==> src/rtl/gbs_ram.sv <==
// Generic single-port-write, single-port-read RAM with a registered read.
// No dependencies.
`default_nettype none
module gbs_ram #(
    parameter int WIDTH = 8,
    parameter int DEPTH = 2
) (
    input  wire                      i_clk,
    input  wire                      i_we,
    input  wire [$clog2(DEPTH)-1:0]  i_waddr,
    input  wire [WIDTH-1:0]          i_wdata,
    input  wire                      i_re,
    input  wire [$clog2(DEPTH)-1:0]  i_raddr,
    output logic [WIDTH-1:0]         o_rdata
);

    logic [WIDTH-1:0] r_mem [DEPTH];

    always_ff @(posedge i_clk) begin
        if (i_we) begin
            r_mem[i_waddr] <= i_wdata;
        end
        if (i_re) begin
            o_rdata <= r_mem[i_raddr];
        end
    end

endmodule
`default_nettype wire

==> config.mk <==
export PLATFORM = sky130hd
export DESIGN_NAME = gbs_ram
export DESIGN_NICKNAME = d
export VERILOG_FILES = /design/src/rtl/gbs_ram.sv
export SDC_FILE = /design/constraint.sdc
export NUM_CORES = 1
export LEC_CHECK = 0
export BUFFER_PORTS_ARGS = -buffer_cell sky130_fd_sc_hd__buf_2
export CORE_AREA = 3 3 45 47
export DETAILED_ROUTE_END_ITERATION = 7
export DIE_AREA = 0 0 48 50
export PLACE_DENSITY = 0.76
export SYNTH_ARGS = -nofsm -noshare
export SYNTH_HDL_FRONTEND = slang
export SYNTH_SLANG_ARGS = --single-unit
==> constraint.sdc <==
create_clock -name i_clk -period 2 [get_ports i_clk]
set_clock_uncertainty 0.05 [all_clocks]
set_input_delay 0.1 -clock i_clk [delete_from_list [all_inputs] [get_ports i_clk]]
set_output_delay 0.1 -clock i_clk [all_outputs]
set_load 0.03 [all_outputs]
==> impl_metrics.yaml, run 1 <==
global_routing:
  grt_pass1_vias: 413
  grt_max_degree: 14
  grt_util_all_layers: 0.114
  antenna_found_initial: 0
  grt_first_pass_wirelength_um: 1860
  overflow: 0
pwr:
  irDropWorstVdd_mv: 0.509
  leakagePower_nw: 0.426
  p_per_area_nw_per_um2: 842
sta:
  relSlewSlack: 0.553
  timing.hold.ws_ns: 0.0566
  fin_ws_ns: 0.986
  worstMarginPinSlew_ns: 0.669
  grt_setup_unrepaired: "false"
  final_hold_viol_count: 0
  finalCritPeriodShare: 0.507
  fin_crit_ns: 1.01
  max_freq_ghz: 0.986
  slew_violations: 0
  setup_viol: 0
  fin_setup_tns_ns: 0
yosys:
  avgSynthCellArea_um2: 24.7
  ys_seq_area_frac: 0.834
  synthCells: 35
  synth_top_cells_by_area: "edfxtp_1 83%, mux2_4 14%, buf_6 1.3%"
  synth.ff_latch_count: 24
  syn_area_um2: 865
  yosys_warnings: 0
  synth_cell_type_count: 5
  yosysTopAreaCellShare: 0.834
  synth_nets: 48
  yosysTopAreaCell: "edfxtp_1"
layout:
  final_cells: 83
  drive_gt1_frac: 0.470
  final_common_cell: "edfxtp_1"
  diodes: 0
  area_delta_synth_final_pct: 25.0
  post-route-util: 0.640
  layout_common_cells: "24 x edfxtp_1, 20 x buf_2, 8 x mux2_4, 8 x dlygate4sd3_1, 3 x clkbuf_4"
  final_nets: 80
worst_setup_path:
  critPathArrivalTime_ns: 0.86
  slowest_stage: "edfxtp_1"
  slowest_delay_ns: 0.38
  crit_family: "flip-flops"
  path_cells: "buf_2"
  required_ns: 1.85
  endpoint_kind: "output pin"
  crit_fanout: 1
  start_kind: "flip-flop"
  criticalPathCategory: "flip-flop to output pin"
  path_buf_inv: 1
clock_tree:
  cts.path.max_buffers: 2
  cts_setup_buffers: 0
  clkLatencyLatePin_ns: 0.31
  htreeDepth: 1
  cts_root_buffer: "clkbuf_4"
  clock-sinks: 24
  cts_buffers: 3
  path_clk_slew_ns: 0.12
  cts_tree: "done"
placement:
  place_inst: 71
  pre_cts_slack_ns: 0.811
  gp_congestion: 0.757
  portBuffers: 20
floorplanning:
  core_um2: 1690
  start_util: 0.512
  rows: 15
  die_x_um: 48
  io_pins: 21
  dieArea_um2: 2400
  die_h_um: 50
detailed_routing:
  drcViolationCount: 0
  num_vias: 410
  vias_per_cell: 4.94
  drt_pre_antenna_iters: 4
  drtIter0Drc: 6
  routed_wl_um: 1170
  ant_nets: 0
  wl_per_cell_um: 14.0
hold_path:
  hp-class: "primary input to flip-flop"
outcome:
  status: "finished clean"
flow_run:
  cap_violations: 0
[what timing repair did]
action                                  in CTS  in global routing
hold endpoints to repair                    16                  0
endpoints found under the setup margin       0                  0
hold buffers                                 8                  0
resized for setup                            0                  0
[metal layers]
| layer | global-route usage | part of all wire |
|---|---|---|
| met1 | 0.121 | 0.39 |
| met2 | 0.194 | 0.54 |
| met3 | 0.0328 | 0.051 |
| met4 | 0.0538 | 0.017 |
| met5 | 0 | 0 |
[cell usage after synthesis (all sizes together)]
cell	number
buf	1
and2	1
edfxtp	24
mux2	8
nor2b	1
[cells by family (layout without fill, tap and decap cells)]
family,Yosys count,after routing,synth area share
flops,24,24,0.834
mux,8,8,0.139
simple gates,2,2,0.0145
buf+inv,1,32,0.0130
[final timing paths]
check | from | endpoint | slack [ns] | cells after the start
hold reg to reg | r_mem[1][2] | o_rdata[2] | 0.51 | 1
setup / recovery | o_rdata[3] | o_rdata[3] | 0.99 | 1
setup reg to reg | r_mem[0][7] | o_rdata[7] | 1.04 | 1
hold / removal | i_re | o_rdata[1] | 0.06 | 1
[sequential cells by signal, summed over array words and instances, names as in the netlist]
signal,flops
o_rdata,8
r_mem,16
[where the power goes]
group,internal [W],switching [W]
logic,0.0000486,0.0000508
registers,0.000593,0.00000827
clock network,0.0000729,0.000136
total,0.000715,0.000195
[cell type report]
cell class | instances | area, µm²
fillers | 123 | 608
clock inverters | 1 | 3.75
flip-flops and latches | 24 | 721
clock buffers | 3 | 22.5
well taps | 17 | 21.3
repair buffers | 28 | 180
multi-input cells | 10 | 133
[metrics by stage]
| stage | instance area, µm² | power (W) |
|---|---|---|
| 2_1_floorplan | 865 | 0.000672 |
| 3_3_place_gp | 975 | 0.000699 |
| 3_5_place_dp | 975 | 0.000702 |
| 4_1_cts | 1080 | 0.000918 |
| 5_1_grt | 1080 | 0.000946 |
| 6_report | 1080 | 0.000910 |
No activity file was read; power rests on OpenSTA's default activity.
==> run 2, diff against run 1 <==
--- a/config.mk
+++ b/config.mk
@@ -6,10 +6,10 @@
 export NUM_CORES = 1
 export LEC_CHECK = 0
 export BUFFER_PORTS_ARGS = -buffer_cell sky130_fd_sc_hd__buf_2
-export CORE_AREA = 3 3 45 47
+export CORE_AREA = 3 3 46 48
 export DETAILED_ROUTE_END_ITERATION = 7
-export DIE_AREA = 0 0 48 50
-export PLACE_DENSITY = 0.76
+export DIE_AREA = 0 0 49 51
+export PLACE_DENSITY = 0.73
 export SYNTH_ARGS = -nofsm -noshare
 export SYNTH_HDL_FRONTEND = slang
 export SYNTH_SLANG_ARGS = --single-unit
==> constraint.sdc (replaced) <==
create_clock -name i_clk -period 1 [get_ports i_clk]
set_clock_uncertainty 0.05 [all_clocks]
set_input_delay 0.05 -clock i_clk [delete_from_list [all_inputs] [get_ports i_clk]]
set_output_delay 0.05 -clock i_clk [all_outputs]
set_load 0.03 [all_outputs]
==> run 2 against run 1 <==
- combinational power grew 120%
- die area rose by 4.1%
- sequential power grew 100%
- non-clock buffer count is 1 higher
- first-iteration DRC count up 83%
- largest cell class unchanged
- highest routed layer unchanged
==> impl_metrics.yaml, run 2 (synthesis results as in run 1) <==
layout:
  final_nets: 81
  final_design_area_no_fill_um2: 1160
  layout_common_cells: "24 x edfxtp_1, 15 x buf_2, 8 x mux2_4, 8 x dlygate4sd3_1, 5 x buf_6"
  area_delta_synth_final_pct: 33.7
  largestRegisters: "r_mem x16, o_rdata x8"
  final_cells: 92
  fillers: 122
  largest_reg_flops: 16
  final_common_cell: "edfxtp_1"
  regMostFlops: "r_mem"
  drive_gt1_frac: 0.493
  diodes: 0
detailed_routing:
  num_vias: 430
  drcViolationCount: 0
  drt_pre_antenna_iters: 4
  wl_per_cell_um: 13.1
  vias_per_cell: 4.67
  ant_nets: 0
  routed_wl_um: 1200
  drtIter0Drc: 11
clock_tree:
  cts_buffers: 3
  cts_tree: "done"
  path_clk_slew_ns: 0.13
  clock-sinks: 24
  cts_setup_buffers: 0
  clkLatencyLatePin_ns: 0.30
  cts.path.max_buffers: 2
  cts_root_buffer: "clkbuf_4"
  htreeDepth: 1
floorplanning:
  die_h_um: 51
  io_pins: 21
  die_x_um: 49
  core_um2: 1750
  dieArea_um2: 2500
  rows: 15
  start_util: 0.495
worst_setup_path:
  criticalPathCategory: "flip-flop to flip-flop"
  critPathArrivalTime_ns: 0.99
  crit_fanout: 1
  slowest_stage: "edfxtp_1"
  required_ns: 1.02
  r2r-start: "r_mem[0][6]"
  startpoint: "r_mem[0][6]"
  endpoint_kind: "flip-flop"
  path_cells: "mux2_4"
  path_buf_inv: 0
  start_kind: "flip-flop"
  crit_family: "flip-flops"
  slowest_delay_ns: 0.41
sta:
  max_freq_ghz: 1.03
  finalCritPeriodShare: 0.971
  slew_violations: 0
  fin_crit_ns: 0.971
  worstMarginPinSlew_ns: 0.388
  relSlewSlack: 0.742
  final_hold_viol_count: 0
  grt_setup_unrepaired: "true"
  timing.hold.ws_ns: 0.0155
  setup_viol: 0
global_routing:
  antenna_found_initial: 0
  overflow: 0
  grt_pass1_vias: 436
  grt_max_degree: 15
  grt_util_all_layers: 0.110
  grt_first_pass_wirelength_um: 1980
pwr:
  irDropWorstVdd_mv: 1.10
  power_w: 0.00211
  p_per_area_nw_per_um2: 1820
  leakagePower_nw: 0.455
placement:
  gp_congestion: 0.620
  portBuffers: 20
  placed_cell_area_um2: 992
  place_inst: 80
hold_path:
  hp-class: "primary input to flip-flop"
  worstHoldStart: "i_re"
flow_run:
  cap_violations: 0
outcome:
  status: "finished clean"
-- run 2: cell count changes in the layout (fill, tap and decap cells not counted), sizes merged --
| cell | previous run | this run |
|---|---|---|
| buf | 20 | 21 |
| bufinv | 0 | 1 |
| clkinv | 1 | 0 |
-- run 2: final timing paths --
check | end | slack, ns | cells after the start
setup / recovery | o_rdata[6] | 0.03 | 1
hold / removal | o_rdata[0] | 0.02 | 1
setup reg to reg | o_rdata[6] | 0.03 | 1
hold reg to reg | o_rdata[1] | 0.51 | 1
-- run 2: final cells by class --
type	instances	area [µm²]	share of cell area
Tap cell	25	31.3	0.0271
Sequential cell	24	721	0.623
Timing Repair Buffer	29	219	0.189
Clock inverter	1	30.0	0.0260
Clock buffer	3	22.5	0.0195
Multi-Input combinational cell	10	133	0.115
-- run 2: what timing repair did --
item / 4_1_cts / 5_1_grt
endpoints found under the hold margin: 16 / 0
resized for setup: 0 / 15
endpoints found under the setup margin: 0 / 5
hold buffers: 8 / 0
-- run 2: metrics by stage --
step                 util  setup TNS (ns)  setup WS [ns]
global route        0.662         -0.0503        -0.0250
floorplan               -               0         0.0996
global placement    0.568               0         0.0732
CTS                 0.644               0         0.0133
detailed placement  0.568               0         0.0459
finish              0.662               0         0.0287
-- run 2: layer usage --
layer  vias to the layer above  part of all wire  GRT usage
li1                        201                 -          -
met1                       207              0.37      0.102
met2                        18              0.54      0.222
met3                         4             0.056     0.0321
met4                         0             0.024     0.0427
met5                         -                 0          0
-- run 2: report_power, final --
| group | internal (W) | switching [W] | total, W | leakage (nW) |
|---|---|---|---|---|
| Combinational | 0.000117 | 0.000103 | 0.000219 | 0.198 |
| Sequential | 0.00119 | 0.0000216 | 0.00121 | 0.228 |
| Clock | 0.000405 | 0.000277 | 0.000682 | 0.0279 |
| Total | 0.00171 | 0.000401 | 0.00211 | 0.455 |
==> run 3, diff against run 2 <==
--- a/config.mk
+++ b/config.mk
@@ -5,11 +5,12 @@
 export SDC_FILE = /design/constraint.sdc
 export NUM_CORES = 1
 export LEC_CHECK = 0
+export ABC_AREA = 1
 export BUFFER_PORTS_ARGS = -buffer_cell sky130_fd_sc_hd__buf_2
 export CORE_AREA = 3 3 46 48
 export DETAILED_ROUTE_END_ITERATION = 7
 export DIE_AREA = 0 0 49 51
-export PLACE_DENSITY = 0.73
+export PLACE_DENSITY = 0.71
 export SYNTH_ARGS = -nofsm -noshare
 export SYNTH_HDL_FRONTEND = slang
 export SYNTH_SLANG_ARGS = --single-unit
==> run 3 against run 2 <==
- design area down 4.0%
- clock power down 1%
- setup slack better by 0.014 ns
- register-to-register slack better by 0.17 ns
- largest power group unchanged
==> impl_metrics.yaml, run 3 <==
outcome:
  status: "finished clean"
yosys:
  synth_nets: 67
  synth_flop_cell: "edfxtp_1"
  synth_cell_type_count: 6
  synthCells: 54
  yosysTopAreaCell: "edfxtp_1"
  avgSynthCellArea_um2: 15.6
  yosys_warnings: 0
  synth_edf_count: 24
  yosysTopAreaCellShare: 0.857
  async_flop_share: 0
  ys_seq_area_frac: 0.857
  synth_common_cells: "25 x nand2_1, 24 x edfxtp_1, 2 x inv_1"
  synth_top_cells_by_area: "edfxtp_1 86%, nand2_1 11%, buf_6 1.3%"
  yosysMostFrequentCell: "nand2_1"
  synth.ff_latch_count: 24
  syn_area_um2: 841
worst_setup_path:
  crit_family: "flip-flops"
  start_kind: "flip-flop"
  r2r-start: "r_mem[0][5]"
  slowest_delay_ns: 0.38
  critPathCapture: "o_rdata[3]"
  regToRegSetupSlack_ns: 0.20
  required_ns: 0.90
  crit_fanout: 1
  startpoint: "o_rdata[3]"
  endpoint_kind: "output pin"
  path_cells: "buf_2"
  reg2reg_to: "o_rdata[5]"
  cp.depth: 1
  slowest_stage: "edfxtp_1"
  rr_worst_depth: 2
  criticalPathCategory: "flip-flop to output pin"
  critPathArrivalTime_ns: 0.86
  path_buf_inv: 1
layout:
  area_delta_synth_final_pct: 32.0
  final_cells: 111
  fillers: 132
  final_design_area_no_fill_um2: 1110
  post-route-util: 0.636
  drive_gt1_frac: 0.302
  final_common_cell: "nand2_1"
  layout_common_cells: "25 x nand2_1, 24 x edfxtp_1, 18 x buf_2"
  regMostFlops: "r_mem"
  final_nets: 100
  largest_reg_flops: 16
  diodes: 0
  largestRegisters: "r_mem x16, o_rdata x8"
sta:
  worstMarginPinSlew_ns: 0.303
  fin_ws_ns: 0.0425
  relSlewSlack: 0.798
  slew_violations: 0
  final_hold_viol_count: 0
  finalCritPeriodShare: 0.957
  max_freq_ghz: 1.04
  fin_crit_ns: 0.957
  setup_viol: 0
placement:
  pre_cts_slack_ns: 0.186
  placed_cell_area_um2: 968
  place_inst: 99
  gp_congestion: 0.639
  portBuffers: 20
  dp_hpwl_um: 782
detailed_routing:
  drt_pre_antenna_iters: 5
  num_vias: 455
  wl_met3_um: 69
  highest_layer: "met4"
  vias_per_cell: 4.10
  met2WireLength_um: 537
  drtIter0Drc: 3
  drcViolationCount: 0
  wl_met1_um: 509
  wl_per_cell_um: 10.2
  routed_wl_um: 1140
  ant_nets: 0
floorplanning:
  dieArea_um2: 2500
  io_pins: 21
  die_x_um: 49
  start_util: 0.482
  rows: 15
  core_um2: 1750
  die_h_um: 51
flow_run:
  cap_violations: 0
global_routing:
  grt_first_pass_wirelength_um: 1840
  grt_util_all_layers: 0.103
  antenna_found_initial: 0
  grt_pass1_vias: 413
  grt_max_degree: 15
  overflow: 0
clock_tree:
  htreeDepth: 1
  cts_tree: "done"
  cts_root_buffer: "clkbuf_4"
  clkLatencyLatePin_ns: 0.30
  clock-sinks: 24
  path_clk_slew_ns: 0.12
  cts_buffers: 3
  cts.path.max_buffers: 2
  cts_setup_buffers: 0
pwr:
  leakagePower_nw: 0.470
  irDropWorstVdd_mv: 1.17
  p_per_area_nw_per_um2: 1860
  power_w: 0.00206
hold_path:
  hp-class: "primary input to flip-flop"
  hold_depth: 1
run 3: worst min path at each step:
| stage | start | endpoint | slack, ns |
|---|---|---|---|
| 6_report | i_re | o_rdata[5] | 0.02 |
| 3_5_place_dp | i_wdata[3] | r_mem[1][3] | 0.19 |
| 4_1_cts | i_re | o_rdata[5] | 0.01 |
| 5_1_grt | i_re | o_rdata[1] | 0.01 |
| 2_1_floorplan | i_wdata[0] | r_mem[0][0] | 0.1 |
| 3_3_place_gp | i_wdata[5] | r_mem[0][5] | 0.19 |
run 3: logic make-up after synthesis:
group                  share of synthesized area
buffers and inverters                     0.0268
AND/OR/NAND/NOR                            0.116
flip-flops                                 0.857
run 3: per-layer routing:
metal,track usage,vias up
li1,-,247
met1,0.119,188
met2,0.167,18
met3,0.0292,2
met4,0.0711,0
met5,0,-
run 3: timing repair:
| action | CTS | global route |
|---|---|---|
| gates resized for setup | 0 | 5 |
| hold endpoints to repair | 16 | 0 |
| hold buffers | 8 | 0 |
| endpoints found under the setup margin | 0 | 2 |
run 3: cell type report:
type / count / area [µm²] / area share
clock buffers: 3 / 22.5 / 0.0203
clock inverters: 1 / 30.0 / 0.0271
inverters: 3 / 11.3 / 0.0101
multi-input cells: 26 / 97.6 / 0.0879
flip-flops and latches: 24 / 721 / 0.649
well taps: 25 / 31.3 / 0.0282
repair buffers: 29 / 196 / 0.177
run 3: metrics by stage:
step                      TNS, ns  hold WS, ns
after floorplan                 0       0.0989
after global placement          0        0.190
after detailed placement        0        0.193
after CTS                       0       0.0137
after global routing      -0.0198       0.0140
final                           0       0.0215
run 3: where the power goes:
part / leakage, nW / switching [W] / internal [W]
clock network: 0.0279 / 0.000269 / 0.000405
logic: 0.213 / 0.000110 / 0.0000738
registers: 0.230 / 0.0000169 / 0.00119
total: 0.470 / 0.000396 / 0.00166
